**src/rtl/esc_telemetry_pulse_decoder_top_assert.svh**
```systemverilog
// ----------------------------------------------------------------------------
// Assertion macros for the telemetry pulse decoder
// Clocked, reset-qualified wrappers around concurrent assertions.
// ----------------------------------------------------------------------------
`ifndef ESC_TELEMETRY_PULSE_DECODER_TOP_ASSERT_SVH
`define ESC_TELEMETRY_PULSE_DECODER_TOP_ASSERT_SVH

// Same-cycle implication
`define ESC_TPD_ASSERT_IMPL(label, clk, rst_n, ante, cons, msg) \
  label: assert property (@(posedge clk) disable iff (!rst_n) (ante) |-> (cons)) \
    else $error(msg);

// Next-cycle implication
`define ESC_TPD_ASSERT_NEXT(label, clk, rst_n, ante, cons, msg) \
  label: assert property (@(posedge clk) disable iff (!rst_n) (ante) |=> (cons)) \
    else $error(msg);

`endif

```
**src/rtl/esc_tpd_pkg.sv**
```systemverilog
// ----------------------------------------------------------------------------
// Telemetry pulse decoder package
// Transaction types, mode codes and arithmetic constants.
// ----------------------------------------------------------------------------
package esc_tpd_pkg;

  localparam int unsigned FRAME_ITEMS = 11;
  localparam int unsigned IDX_W       = 4;
  localparam int unsigned NUM_W       = 26;   // (2^16 - 1) * 1000 fits in 26 bits

  localparam logic [1:0] MODE_LISTEN  = 2'd0;
  localparam logic [1:0] MODE_CAPTURE = 2'd1;
  localparam logic [1:0] MODE_DRIVE   = 2'd2;

  localparam logic [15:0] MIN_DELAY_RESET = 16'd950;
  localparam logic [9:0]  CAL_FULL        = 10'd1000;
  // floor(x / 10) == (x * 0xCCCD) >> 19 for every 16-bit x
  localparam logic [15:0] DIV10_RECIP     = 16'hCCCD;
  localparam int unsigned DIV10_SHIFT     = 19;

  typedef struct packed {
    logic [1:0]  mode;
    logic [15:0] timestamp;
    logic [15:0] drive_length;
  } in_item_t;

  typedef struct packed {
    logic [12:0] voltage;
    logic [13:0] current;
    logic        span_error;
  } out_item_t;

  // Frame items needed to compute one result
  typedef struct packed {
    logic [15:0] d0;
    logic [15:0] d1;
    logic [15:0] d3;
    logic [15:0] d9;
    logic [15:0] d10;
  } job_t;

endpackage

```
**src/rtl/esc_telemetry_pulse_decoder_top.sv**
```systemverilog
// Throughput: one input transaction per cycle while the job queue has room; the frame
//   result rate is set by the shared restoring divider (26 steps per quotient,
//   two quotients per frame).
// Reset: asynchronous, clears control state and loads min_delay with 950; no clearing pass.
// ----------------------------------------------------------------------------
// ESC telemetry pulse decoder
// Front end decodes listen, capture and drive events and gathers an eleven-item
// frame; a queue hands full frames to the back end, which calibrates them.
// ----------------------------------------------------------------------------
module esc_telemetry_pulse_decoder_top #(
  parameter int unsigned QUEUE_DEPTH = 2
) (
  input  logic                   clk_i,
  input  logic                   rst_ni,
  input  logic                   in_valid_i,
  output logic                   in_ready_o,
  input  esc_tpd_pkg::in_item_t  in_data_i,
  output logic                   out_valid_o,
  input  logic                   out_ready_i,
  output esc_tpd_pkg::out_item_t out_data_o,
  input  logic                   cfg_valid_i,
  output logic                   cfg_ready_o,
  input  logic [15:0]            cfg_data_i
);
  import esc_tpd_pkg::*;

  // Job handoff between the two halves
  logic job_push, job_full, job_pop, job_empty;
  job_t job_in, job_out;

  // Front end: accepts every transaction unless the queue is full, so
  // listen and drive events keep flowing while a frame is being calibrated
  esc_tpd_front u_front (
    .clk_i      (clk_i),
    .rst_ni     (rst_ni),
    .in_valid_i (in_valid_i),
    .in_data_i  (in_data_i),
    .in_ready_o (in_ready_o),
    .cfg_valid_i(cfg_valid_i),
    .cfg_data_i (cfg_data_i),
    .cfg_ready_o(cfg_ready_o),
    .job_push_o (job_push),
    .job_o      (job_in),
    .job_full_i (job_full)
  );

  // Hold completed frames until the back end is free
  esc_tpd_queue #(
    .DEPTH(QUEUE_DEPTH)
  ) u_queue (
    .clk_i      (clk_i),
    .rst_ni     (rst_ni),
    .push_i     (job_push),
    .push_data_i(job_in),
    .full_o     (job_full),
    .pop_i      (job_pop),
    .pop_data_o (job_out),
    .empty_o    (job_empty)
  );

  // Back end: span, numerators, two divisions and the final scaling (both skipped on a zero span); the
  // result register lets the next frame start while a result waits
  esc_tpd_back u_back (
    .clk_i      (clk_i),
    .rst_ni     (rst_ni),
    .empty_i    (job_empty),
    .job_i      (job_out),
    .pop_o      (job_pop),
    .out_valid_o(out_valid_o),
    .out_ready_i(out_ready_i),
    .out_data_o (out_data_o)
  );

endmodule

```
**src/rtl/esc_tpd_front.sv**
```systemverilog
// ----------------------------------------------------------------------------
// Telemetry pulse decoder front end
// Classifies events, tracks arming and frame index, collects pulse delays.
// ----------------------------------------------------------------------------
module esc_tpd_front (
  input  logic                  clk_i,
  input  logic                  rst_ni,
  input  logic                  in_valid_i,
  input  esc_tpd_pkg::in_item_t in_data_i,
  output logic                  in_ready_o,
  input  logic                  cfg_valid_i,
  input  logic [15:0]           cfg_data_i,
  output logic                  cfg_ready_o,
  output logic                  job_push_o,
  output esc_tpd_pkg::job_t     job_o,
  input  logic                  job_full_i
);
  import esc_tpd_pkg::*;

  logic [15:0]      min_delay_q;
  logic [15:0]      start_time_q, start_time_d;
  logic [IDX_W-1:0] item_index_q, item_index_d;
  logic [IDX_W-1:0] prior_index_q, prior_index_d;
  logic             armed_q, armed_d;
  logic [15:0]      delay_q [FRAME_ITEMS];

  logic             accept;
  logic [15:0]      delay;
  logic [IDX_W-1:0] listen_index;
  logic             store;

  assign in_ready_o  = !job_full_i;
  assign cfg_ready_o = 1'b1;
  assign accept      = in_valid_i && in_ready_o;
  assign delay       = in_data_i.timestamp - start_time_q;
  assign listen_index = (prior_index_q == item_index_q) ? '0 : item_index_q;

  always_comb begin
    start_time_d  = start_time_q;
    item_index_d  = item_index_q;
    prior_index_d = prior_index_q;
    armed_d       = armed_q;
    store         = 1'b0;
    unique case (in_data_i.mode)
      MODE_LISTEN: begin
        start_time_d  = in_data_i.timestamp;
        item_index_d  = listen_index;
        prior_index_d = listen_index;
        armed_d       = 1'b1;
      end
      MODE_CAPTURE: begin
        if (armed_q && (delay > min_delay_q)) begin
          armed_d = 1'b0;
          if (item_index_q < IDX_W'(FRAME_ITEMS)) begin
            store        = 1'b1;
            item_index_d = item_index_q + 1'b1;
          end
        end
      end
      MODE_DRIVE: begin
        if (in_data_i.drive_length != '0) begin
          armed_d = 1'b0;
        end
      end
      default: begin
      end
    endcase
  end

  // Last item of the frame goes straight into the job with the stored ones
  assign job_push_o = accept && store && (item_index_q == IDX_W'(FRAME_ITEMS - 1));
  assign job_o.d0   = delay_q[0];
  assign job_o.d1   = delay_q[1];
  assign job_o.d3   = delay_q[3];
  assign job_o.d9   = delay_q[FRAME_ITEMS-2];
  assign job_o.d10  = delay;

  always_ff @(posedge clk_i or negedge rst_ni) begin
    if (!rst_ni) begin
      min_delay_q   <= MIN_DELAY_RESET;
      start_time_q  <= '0;
      item_index_q  <= '0;
      prior_index_q <= '0;
      armed_q       <= 1'b0;
    end else begin
      if (cfg_valid_i) begin
        min_delay_q <= cfg_data_i;
      end
      if (accept) begin
        start_time_q  <= start_time_d;
        item_index_q  <= item_index_d;
        prior_index_q <= prior_index_d;
        armed_q       <= armed_d;
      end
    end
  end

  always_ff @(posedge clk_i) begin
    if (accept && store) begin
      delay_q[item_index_q] <= delay;
    end
  end

endmodule

```
**src/rtl/esc_tpd_queue.sv**
```systemverilog
// ----------------------------------------------------------------------------
// Telemetry pulse decoder job queue
// Small FIFO decoupling the front end from the arithmetic back end.
// ----------------------------------------------------------------------------
module esc_tpd_queue #(
  parameter int unsigned DEPTH = 2
) (
  input  logic              clk_i,
  input  logic              rst_ni,
  input  logic              push_i,
  input  esc_tpd_pkg::job_t push_data_i,
  output logic              full_o,
  input  logic              pop_i,
  output esc_tpd_pkg::job_t pop_data_o,
  output logic              empty_o
);
  import esc_tpd_pkg::*;

  localparam int unsigned AW = $clog2(DEPTH);
  localparam int unsigned CW = $clog2(DEPTH + 1);

  job_t          mem_q [DEPTH];
  logic [AW-1:0] wr_ptr_q, rd_ptr_q;
  logic [CW-1:0] count_q;

  assign full_o     = (count_q == CW'(DEPTH));
  assign empty_o    = (count_q == '0);
  assign pop_data_o = mem_q[rd_ptr_q];

  always_ff @(posedge clk_i or negedge rst_ni) begin
    if (!rst_ni) begin
      wr_ptr_q <= '0;
      rd_ptr_q <= '0;
      count_q  <= '0;
    end else begin
      if (push_i) begin
        wr_ptr_q <= (wr_ptr_q == AW'(DEPTH - 1)) ? '0 : wr_ptr_q + 1'b1;
      end
      if (pop_i) begin
        rd_ptr_q <= (rd_ptr_q == AW'(DEPTH - 1)) ? '0 : rd_ptr_q + 1'b1;
      end
      if (push_i && !pop_i) begin
        count_q <= count_q + 1'b1;
      end else if (pop_i && !push_i) begin
        count_q <= count_q - 1'b1;
      end
    end
  end

  always_ff @(posedge clk_i) begin
    if (push_i) begin
      mem_q[wr_ptr_q] <= push_data_i;
    end
  end

endmodule

```
**src/rtl/esc_tpd_div.sv**
```systemverilog
// ----------------------------------------------------------------------------
// Telemetry pulse decoder divider
// Restoring divider, one quotient bit per cycle.
// ----------------------------------------------------------------------------
module esc_tpd_div (
  input  logic                          clk_i,
  input  logic                          rst_ni,
  input  logic                          start_i,
  input  logic [esc_tpd_pkg::NUM_W-1:0] num_i,
  input  logic [15:0]                   den_i,
  output logic                          done_o,
  output logic [15:0]                   quot_o
);
  import esc_tpd_pkg::*;

  localparam int unsigned CNT_W = $clog2(NUM_W);

  logic             busy_q, done_q;
  logic [CNT_W-1:0] cnt_q;
  logic [NUM_W-1:0] num_q;
  logic [15:0]      rem_q;
  logic [15:0]      den_q;
  logic [16:0]      trial;
  logic             fits;

  assign trial  = {rem_q, num_q[NUM_W-1]};
  assign fits   = (trial >= {1'b0, den_q});
  assign done_o = done_q;
  assign quot_o = num_q[15:0];   // keep the low 16 quotient bits

  always_ff @(posedge clk_i or negedge rst_ni) begin
    if (!rst_ni) begin
      busy_q <= 1'b0;
      done_q <= 1'b0;
      cnt_q  <= '0;
    end else begin
      done_q <= 1'b0;
      if (start_i) begin
        busy_q <= 1'b1;
        cnt_q  <= '0;
      end else if (busy_q) begin
        cnt_q <= cnt_q + 1'b1;
        if (cnt_q == CNT_W'(NUM_W - 1)) begin
          busy_q <= 1'b0;
          done_q <= 1'b1;
        end
      end
    end
  end

  always_ff @(posedge clk_i) begin
    if (start_i) begin
      num_q <= num_i;
      rem_q <= '0;
      den_q <= den_i;
    end else if (busy_q) begin
      rem_q <= fits ? 16'(trial - {1'b0, den_q}) : trial[15:0];
      num_q <= {num_q[NUM_W-2:0], fits};
    end
  end

endmodule

```
**src/rtl/esc_tpd_back.sv**
```systemverilog
// ----------------------------------------------------------------------------
// Telemetry pulse decoder back end
// Calibrates voltage and current of one frame and holds the result.
// ----------------------------------------------------------------------------
module esc_tpd_back (
  input  logic                   clk_i,
  input  logic                   rst_ni,
  input  logic                   empty_i,
  input  esc_tpd_pkg::job_t      job_i,
  output logic                   pop_o,
  output logic                   out_valid_o,
  input  logic                   out_ready_i,
  output esc_tpd_pkg::out_item_t out_data_o
);
  import esc_tpd_pkg::*;

`include "esc_telemetry_pulse_decoder_top_assert.svh"

  localparam logic [2:0] S_IDLE  = 3'd0;
  localparam logic [2:0] S_LO    = 3'd1;
  localparam logic [2:0] S_DIFF  = 3'd2;
  localparam logic [2:0] S_MUL   = 3'd3;
  localparam logic [2:0] S_DIV_V = 3'd4;
  localparam logic [2:0] S_DIV_A = 3'd5;
  localparam logic [2:0] S_SCALE = 3'd6;
  localparam logic [2:0] S_DONE  = 3'd7;

  logic [2:0]       state_q, state_d;
  job_t             job_q;
  logic [15:0]      lo_q, span_q, diff_v_q, diff_a_q, sv_q, sa_q;
  logic [12:0]      volt_q;
  logic [13:0]      curr_q;
  logic             err_q;
  logic             out_valid_q;
  out_item_t        out_q;

  logic             div_start, div_done;
  logic [15:0]      div_quot;
  logic [15:0]      mul_in;
  logic [NUM_W-1:0] mul_out;
  logic [31:0]      volt_prod;
  logic             out_free;

  assign pop_o       = (state_q == S_IDLE) && !empty_i;
  assign out_free    = !out_valid_q || out_ready_i;
  assign out_valid_o = out_valid_q;
  assign out_data_o  = out_q;

  // One multiplier shared by both numerators
  assign mul_in    = (state_q == S_MUL) ? diff_v_q : diff_a_q;
  assign mul_out   = NUM_W'(mul_in) * NUM_W'(CAL_FULL);
  assign div_start = ((state_q == S_MUL) && (span_q != '0))
                  || ((state_q == S_DIV_V) && div_done);
  assign volt_prod = {16'b0, sv_q} * {16'b0, DIV10_RECIP};

  esc_tpd_div u_div (
    .clk_i  (clk_i),
    .rst_ni (rst_ni),
    .start_i(div_start),
    .num_i  (mul_out),
    .den_i  (span_q),
    .done_o (div_done),
    .quot_o (div_quot)
  );

  always_comb begin
    state_d = state_q;
    unique case (state_q)
      S_IDLE:  if (!empty_i) state_d = S_LO;
      S_LO:    state_d = S_DIFF;
      S_DIFF:  state_d = S_MUL;
      S_MUL:   state_d = (span_q == '0) ? S_DONE : S_DIV_V;
      S_DIV_V: if (div_done) state_d = S_DIV_A;
      S_DIV_A: if (div_done) state_d = S_SCALE;
      S_SCALE: state_d = S_DONE;
      S_DONE:  if (out_free) state_d = S_IDLE;
      default: state_d = S_IDLE;
    endcase
  end

  always_ff @(posedge clk_i or negedge rst_ni) begin
    if (!rst_ni) begin
      state_q     <= S_IDLE;
      out_valid_q <= 1'b0;
    end else begin
      state_q <= state_d;
      if ((state_q == S_DONE) && out_free) begin
        out_valid_q <= 1'b1;
      end else if (out_ready_i) begin
        out_valid_q <= 1'b0;
      end
    end
  end

  always_ff @(posedge clk_i) begin
    if (pop_o) begin
      job_q <= job_i;
    end
    if (state_q == S_LO) begin
      lo_q <= (job_q.d9 < job_q.d10) ? job_q.d9 : job_q.d10;
    end
    if (state_q == S_DIFF) begin
      span_q   <= job_q.d0 - lo_q;
      diff_v_q <= (job_q.d1 < lo_q) ? '0 : job_q.d1 - lo_q;
      diff_a_q <= (job_q.d3 < lo_q) ? '0 : job_q.d3 - lo_q;
    end
    if (state_q == S_MUL) begin
      err_q  <= (span_q == '0);
      volt_q <= '0;
      curr_q <= '0;
    end
    if ((state_q == S_DIV_V) && div_done) begin
      sv_q <= div_quot;
    end
    if ((state_q == S_DIV_A) && div_done) begin
      sa_q <= div_quot;
    end
    if (state_q == S_SCALE) begin
      volt_q <= volt_prod[31:DIV10_SHIFT];
      curr_q <= sa_q[15:2];
    end
    if ((state_q == S_DONE) && out_free) begin
      out_q.voltage    <= volt_q;
      out_q.current    <= curr_q;
      out_q.span_error <= err_q;
    end
  end

  `ESC_TPD_ASSERT_IMPL(a_div_done_in_div, clk_i, rst_ni, div_done,
    (state_q == S_DIV_V) || (state_q == S_DIV_A), "divider finished outside a divide state")
  `ESC_TPD_ASSERT_IMPL(a_pop_in_idle, clk_i, rst_ni, pop_o,
    (state_q == S_IDLE) && !empty_i, "job popped while back end busy or queue empty")
  `ESC_TPD_ASSERT_NEXT(a_err_zero, clk_i, rst_ni, (state_q == S_DONE) && out_free && err_q,
    out_valid_q && (out_q.voltage == '0) && (out_q.current == '0), "span error with values")

endmodule
```
**config.mk**
```make
export PLATFORM = sky130hd
export DESIGN_NAME = esc_telemetry_pulse_decoder_top
export DESIGN_NICKNAME = d
export VERILOG_FILES = /design/src/rtl/esc_tpd_pkg.sv /design/src/rtl/esc_telemetry_pulse_decoder_top.sv /design/src/rtl/esc_tpd_front.sv /design/src/rtl/esc_tpd_queue.sv /design/src/rtl/esc_tpd_div.sv /design/src/rtl/esc_tpd_back.sv
export VERILOG_INCLUDE_DIRS = /design/src /design/src/rtl
export SDC_FILE = /design/constraint.sdc
export NUM_CORES = 1
export LEC_CHECK = 0
export BUFFER_PORTS_ARGS = -buffer_cell sky130_fd_sc_hd__buf_2
export CAP_MARGIN = 0
export CORE_ASPECT_RATIO = 1.4
export CORE_MARGIN = 3
export CORE_UTILIZATION = 45
export DETAILED_ROUTE_END_ITERATION = 12
export GPL_ROUTABILITY_DRIVEN = 0
export PLACE_DENSITY = 0.72
export SLEW_MARGIN = 20
export SYNTH_ARGS = -nofsm -noshare
export SYNTH_HDL_FRONTEND = slang
export SYNTH_SLANG_ARGS = --single-unit
```
**constraint.sdc**
```tcl
create_clock -name clk_i -period 22.6 [get_ports clk_i]
set_input_delay 4.52 -clock clk_i [delete_from_list [all_inputs] [get_ports clk_i]]
set_output_delay 4.52 -clock clk_i [all_outputs]
set_load 0.005 [all_outputs]
```
==> flow_metrics.tcl, run 1 <==
set metrics [dict create \
    status "completed" \
    worst-path-max-fanout 58 \
    power_density_mw_per_mm2 68.38 \
    ys_seq_area_share_pct 51.83 \
    worstMarginPinSlew_ns 1.063 \
    ctsResizeCount 0 \
    synth_area_leader_cell "edfxtp_1" \
    port_buffers 84 \
    yosysTopAreaCellShare_pct 46.24 \
    cts_buffers 55 \
    ys.flop_type "edfxtp_1" \
    final.min_clock_period_ns 9.482 \
    cp_data_required_time_ns 22.87 \
    routedWlPerCell_um 17.35 \
    drv_slew 0 \
    place_hpwl_um 47520 \
    cp.arrival_ns 9.75 \
    io_pins 86 \
    rsz0062_at_grt "no" \
    postSynthRegisterBits 568 \
    synth_nets 3000 \
    slew-limit-headroom_pct 28.70 \
    grt_pass1_wl_um 100800 \
    r2r_end "u_back.volt_q[12]$_SDFFCE_PN0P_" \
    finalInstanceArea_mm2 0.03559 \
    setup_violations 0 \
    drcViolationCount 0 \
    clk_path_buf_depth 3 \
    cts_tree "built" \
    cts_root_buf "clkbuf_16" \
    timing.fmax_mhz 105.5 \
    vias_per_cell 5.279 \
    pwr-share-comb_pct 10.6 \
    cts_hold_buffers 0 \
    power_frac_seq_pct 50.1 \
    regToRegSetupSlack_ns 16.35 \
    netlist_area_mm2 0.03202 \
    finalSetupTns_ns 0 \
    die_area_mm2 0.07444 \
    place_area_mm2 0.03359 \
    min-delay-start "u_back.curr_q[6]$_SDFFCE_PN0P_" \
    power_switching_uw 577.2 \
    final_nets 3117 \
    start_util_pct 45.51 \
    p_sw_share_pct 23.72 \
    yosysMostFrequentCell "edfxtp_1" \
    firstDrtPassIters 8 \
    ant_nets 0 \
    rr_startpoint "u_back.sv_q[2]$_DFFE_PP_" \
    p_leak_uw 0.01480 \
    yosysWarnings 0 \
    hold_path_class "reg -> reg" \
    fin_hold_ws_ns 0.4178 \
    wirelength_um 62720 \
    h-tree-depth 2 \
    hold_viol 0 \
    crit_type "in -> reg" \
    grt_max_degree 81 \
    synth.top_cells.by_area "edfxtp_1 46%, ha_1 12%, fa_1 8.3%" \
    clock-sinks 568 \
    min_period_over_period_pct 41.96 \
    r2r_cells 18 \
    ir_drop_v 0.00009756 \
    vias 19080 \
    intPower_uw 1857 \
    drive_above_1_share_pct 13.07 \
    pwr-share-clk_pct 39.3 \
    synth-async-reset-ratio_pct 9.859 \
    clk_latency_ns 0.63 \
    drt-initial-drc-count 1094 \
    antenna_found_initial 0 \
    area_growth_syn_to_layout_pct 11.16 \
    gr-total-overflow 0 \
    yosys-top-cells-count "493 x edfxtp_1, 360 x inv_1, 298 x ha_1" \
    cp-start-kind "input pin" \
    grt_pass1_vias 20110 \
    max_cap_violations 0 \
    diodes 0 \
    grt_usage_pct 16.85 \
    end_kind "flop" \
    finClkSkew_ns 0.03401 \
    die_height_um 321.6 \
    syn_avg_cell_area_um2 12.74 \
    path_clk_slew_ns 0.06 \
    yosys.cell_types.count 83 \
    synth_edf_count 493 \
    synth_cells 2514 \
    fp.coreArea_mm2 0.07036 \
    dieWidth_um 231.4 \
    holdPathEnd "u_back.out_data_o[7]$_DFFE_PP_" \
    row_count 115 \
    cts_setup_buffers 0 \
    whs_path_depth 0 \
]
cells by family after synthesis:
family                   Yosys count  synth area share (%)
buffers and inverters            406                 4.877
flip-flops                       568                 51.83
multiplexers                     143                 5.049
other                              1               0.01171
AO/OA/AOI/OAI                    417                 8.519
adder cells (fa/ha/maj)          432                 19.99
XOR/XNOR                          95                 2.599
AND/OR/NAND/NOR                  452                 7.128
metal layers:
layer	vias to the layer above	part of all wire (%)	track usage (%)
li1	9197	-	-
met1	9254	37	17.81
met2	452	54	32.40
met3	174	3.5	2.017
met4	0	5.4	8.889
met5	-	0	0
per-stage QoR:
stage	worst slack [ns]	util [%]	total power, uW	cells
after floorplan	10.85	-	1410	2514
after detailed placement	12.31	47.73	1495	3507
after CTS	12.94	50.48	2454	3611
after global routing	12.87	50.59	2528	3614
final	13.12	50.59	2434	3614
after global placement	12.45	47.73	1476	3507
worst max-delay path by stage:
stage | end | from | cells past startpoint
final | u_queue.mem_q[0][55]$_DFFE_PP_ | in_data_i[16] | 20
after global routing | u_queue.mem_q[0][55]$_DFFE_PP_ | in_data_i[16] | 20
after CTS | u_queue.mem_q[0][55]$_DFFE_PP_ | in_data_i[16] | 19
after floorplan | u_queue.mem_q[0][0]$_DFFE_PP_ | in_data_i[17] | 14
after detailed placement | u_queue.mem_q[0][63]$_DFFE_PP_ | in_data_i[16] | 19
after global placement | u_queue.mem_q[0][63]$_DFFE_PP_ | in_data_i[16] | 19
final cells by class:
class	instances	area, um2
fill	5861	34770
sequential	568	16600
multi-input combinational	1540	13920
clock buffer	67	1431
inverter	361	1355
tap	936	1171
timing repair buffer	105	621.8
clock inverter	37	498.0
sequential cells by signal, summed over array words and instances (netlist names), 26 cells and up:
name	flops
u_queue.mem_q	160
u_back.u_div.num_q	26
u_front.delay_q	64
u_back.job_q	80
u_back.out_data_o	28
layout by cell type (no fill, tap or decap), types with 8 or more instances in the layout:
cell type	instances
nand2b_1	19
nand2_1	90
clkbuf_1	11
nor4_1	16
nor2_1	113
buf_4	18
nor3b_1	8
o21a_1	35
o21bai_1	8
or3_1	8
buf_2	84
ha_1	298
mux2_2	102
nor3_1	37
nor2b_1	22
a31oi_1	10
nand3_1	39
edfxtp_1	493
dfrtp_1	47
nand4_1	18
and2_1	23
mux2i_1	29
xnor2_1	58
o21ai_0	110
clkbuf_16	55
a211oi_1	24
or2_2	10
xor2_1	37
a21oi_1	95
mux2_4	10
inv_1	359
dfxtp_1	19
fa_1	133
a21o_1	39
and3_1	13
o31ai_1	9
bufinv_16	9
power groups by stage:
stage               Combinational (uW)  Clock (uW)  Sequential, uW
global placement                   237           0            1240
floorplan                          177           0            1230
finish                             258         957            1220
detailed placement                 254           0            1240
CTS                                256         979            1220
global route                       288        1020            1220
critical path: stages:
cell and delay (ns):
buf_2 0.08, inv_1 0.04, ha_1 0.22, fa_1 0.41, nor2b_1 0.13, o21a_1 0.18, o21ai_0 0.13, a21oi_1 0.25
a31oi_1 0.17, a21oi_1 0.24, xor2_1 0.63, ha_1 0.24, nand3_1 0.16, nor4_1 0.60, o21ai_0 0.26, a21bo_2 0.30
a211o_1 0.36, nor2_4 0.10, buf_4 0.33, buf_16 0.32
Note: power is estimated with default switching activity, not from simulation.
==> run 2: changes to the inputs <==
- ABC_AREA: default -> 1
- clock period: 22.6 -> 8.82 ns (I/O delays scaled with it)
==> flow_metrics.tcl, run 2 <==
set metrics [dict create \
    status "completed" \
    fp.coreArea_mm2 0.07305 \
    synth_nets 3835 \
    wirelength_um 70970 \
    min_period_over_period_pct 66.46 \
    h-tree-depth 2 \
    ys_seq_area_share_pct 49.78 \
    yosys.cell_types.count 51 \
    final.min_clock_period_ns 5.862 \
    timing.fmax_mhz 170.6 \
    finalInstanceArea_mm2 0.03681 \
    slew-limit-headroom_pct 28.21 \
    worst-path-max-fanout 22 \
    min-delay-start "u_back.curr_q[8]$_SDFFCE_PN0P_" \
    hold_viol 0 \
    firstDrtPassIters 7 \
    grt_max_degree 82 \
    routedWlPerCell_um 15.91 \
    power_density_mw_per_mm2 155.9 \
    layout_commonest_cell "nand2_1" \
    ir_drop_v 0.0001631 \
    fin_cells 4461 \
    hold_path_class "reg -> reg" \
    synth_area_leader_cell "edfxtp_1" \
    drcViolationCount 0 \
    largest_reg_flops 160 \
    yosysMostFrequentCell "nand2_1" \
    grt_pass1_vias 23140 \
    die_height_um 328.1 \
    ant_nets 0 \
    final_nets 3948 \
    antenna_found_initial 0 \
    cp.arrival_ns 6.24 \
    grt_pass1_wl_um 115500 \
    place_area_mm2 0.03492 \
    cts_hold_buffers 0 \
    worstMarginPinSlew_ns 1.077 \
    vias_per_cell 5.054 \
    ys.flop_type "edfxtp_1" \
    die_area_mm2 0.07743 \
    place_hpwl_um 54650 \
    yosysTopAreaCellShare_pct 44.41 \
    finClkSkew_ns 0.02204 \
    cp-start-kind "flop" \
    cts_root_buf "clkbuf_16" \
    cts_tree "built" \
    final_util_pct 50.39 \
    largest_register "u_queue.mem_q" \
    drt-initial-drc-count 1346 \
    clk_latency_ns 0.63 \
    yosys-top-cells-count "857 x nand2_1, 554 x inv_1, 493 x edfxtp_1" \
    rsz0062_at_grt "no" \
    final_cell_mix "856 x nand2_1, 553 x inv_1, 493 x edfxtp_1" \
    ctsResizeCount 0 \
    gr-total-overflow 0 \
    crit_path_start "u_back.state_q[1]$_DFFE_PN0P_" \
    synth-async-reset-ratio_pct 9.859 \
    synth_edf_count 493 \
    synth_cells 3349 \
    max_cap_violations 0 \
    start_util_pct 45.64 \
    dp_cells 4355 \
    path_clk_slew_ns 0.07 \
    grt_usage_pct 18.51 \
    vias 22550 \
    clk_path_buf_depth 3 \
    clock-sinks 568 \
    postSynthRegisterBits 568 \
    cp_data_required_time_ns 9.19 \
    end_kind "flop" \
    io_pins 86 \
    port_buffers 84 \
    drv_slew 0 \
    synth.top_cells.by_area "edfxtp_1 44%, ha_1 11%, nand2_1 9.6%" \
    drive_above_1_share_pct 7.410 \
    dieWidth_um 236.0 \
    setup_violations 0 \
    rr_startpoint "u_back.state_q[1]$_DFFE_PN0P_" \
    finalSetupTns_ns 0 \
    cts_setup_buffers 0 \
    syn_avg_cell_area_um2 9.955 \
    p_leak_uw 0.01666 \
    area_growth_syn_to_layout_pct 10.42 \
    cts_buffers 56 \
    diodes 0 \
    row_count 117 \
    netlist_area_mm2 0.03334 \
    yosysWarnings 0 \
    reg_top3 "u_queue.mem_q x160, u_back.job_q x80, u_front.delay_q x64" \
    crit_type "reg -> reg" \
]
run 2: critical path, stage by stage (launching register included):
cell and delay [ns]:
dfrtp_1 0.48, nand2_2 0.13, nor2_4 0.27, inv_2 0.27, o21ai_0 0.81, inv_1 0.29
ha_1 0.36, inv_1 0.05, fa_1 0.53, inv_1 0.05, fa_1 0.50, inv_1 0.06
fa_1 0.51, inv_1 0.05, ha_1 0.38, nand2_1 0.13, nor2_1 0.16, inv_1 0.07
nor4_1 0.16, nand2_1 0.12, nand2_1 0.08, nand2_1 0.05, nand3_1 0.06, nand2_1 0.05
run 2: path summary, 6_finish.rpt:
| path | endpoint | slack (ns) | depth (start not counted) |
|---|---|---|---|
| min in group asynchronous | u_front.start_time_q[14]$_DFFE_PN0P_ | 1.30 | 2 |
| hold reg to reg | u_back.out_data_o[9]$_DFFE_PP_ | 0.41 | 0 |
| hold / removal | u_back.out_data_o[9]$_DFFE_PP_ | 0.41 | 0 |
| max in group asynchronous | u_queue.rd_ptr_q$_DFFE_PN0P_ | 6.96 | 2 |
| setup reg to reg | u_back.u_div.num_q[24]$_DFFE_PP_ | 2.96 | 23 |
| setup / recovery | u_back.u_div.num_q[24]$_DFFE_PP_ | 2.96 | 23 |
run 2: report_power, final:
| group | total [uW] | internal (uW) | switching [uW] |
|---|---|---|---|
| logic | 363 | 115 | 248 |
| clock network | 2380 | 1360 | 1020 |
| registers | 3000 | 2980 | 18.5 |
| total | 5740 | 4450 | 1290 |
run 2: layout make-up:
type	instances	area, um2
Sequential cell	568	16600
Multi-Input combinational cell	2169	14470
Tap cell	952	1191
Clock buffer	69	1490
Clock inverter	36	370.4
Timing Repair Buffer	102	575.6
Fill cell	6381	36240
Inverter	565	2123
run 2: cells by family (layout without fill, tap and decap cells):
logic type,Yosys count,in the layout,share of synthesized area (%)
simple gates,1328,1328,16.44
buf+inv,612,772,6.977
flops,568,568,49.78
fa+ha+maj,431,431,19.17
compound gates,330,330,5.510
xor+xnor,77,77,2.045
mux,2,2,0.06755
other cells,1,1,0.01125
run 2: per-stage QoR:
| stage | setup slack, ns | power (uW) | hold WS [ns] |
|---|---|---|---|
| after floorplan | 0.8592 | 3288 | 0.4003 |
| after global placement | 2.274 | 3400 | 0.4023 |
| after detailed placement | 2.213 | 3416 | 0.4045 |
| after CTS | 2.863 | 5787 | 0.4128 |
| after global routing | 2.364 | 5953 | 0.4236 |
| final | 2.958 | 5738 | 0.4124 |
run 2: layer usage:
metal	GRT usage, %	wire length, um
met5	0	0
met2	36.27	38660
met1	19.49	26060
met3	2.259	2736
met4	8.483	3514
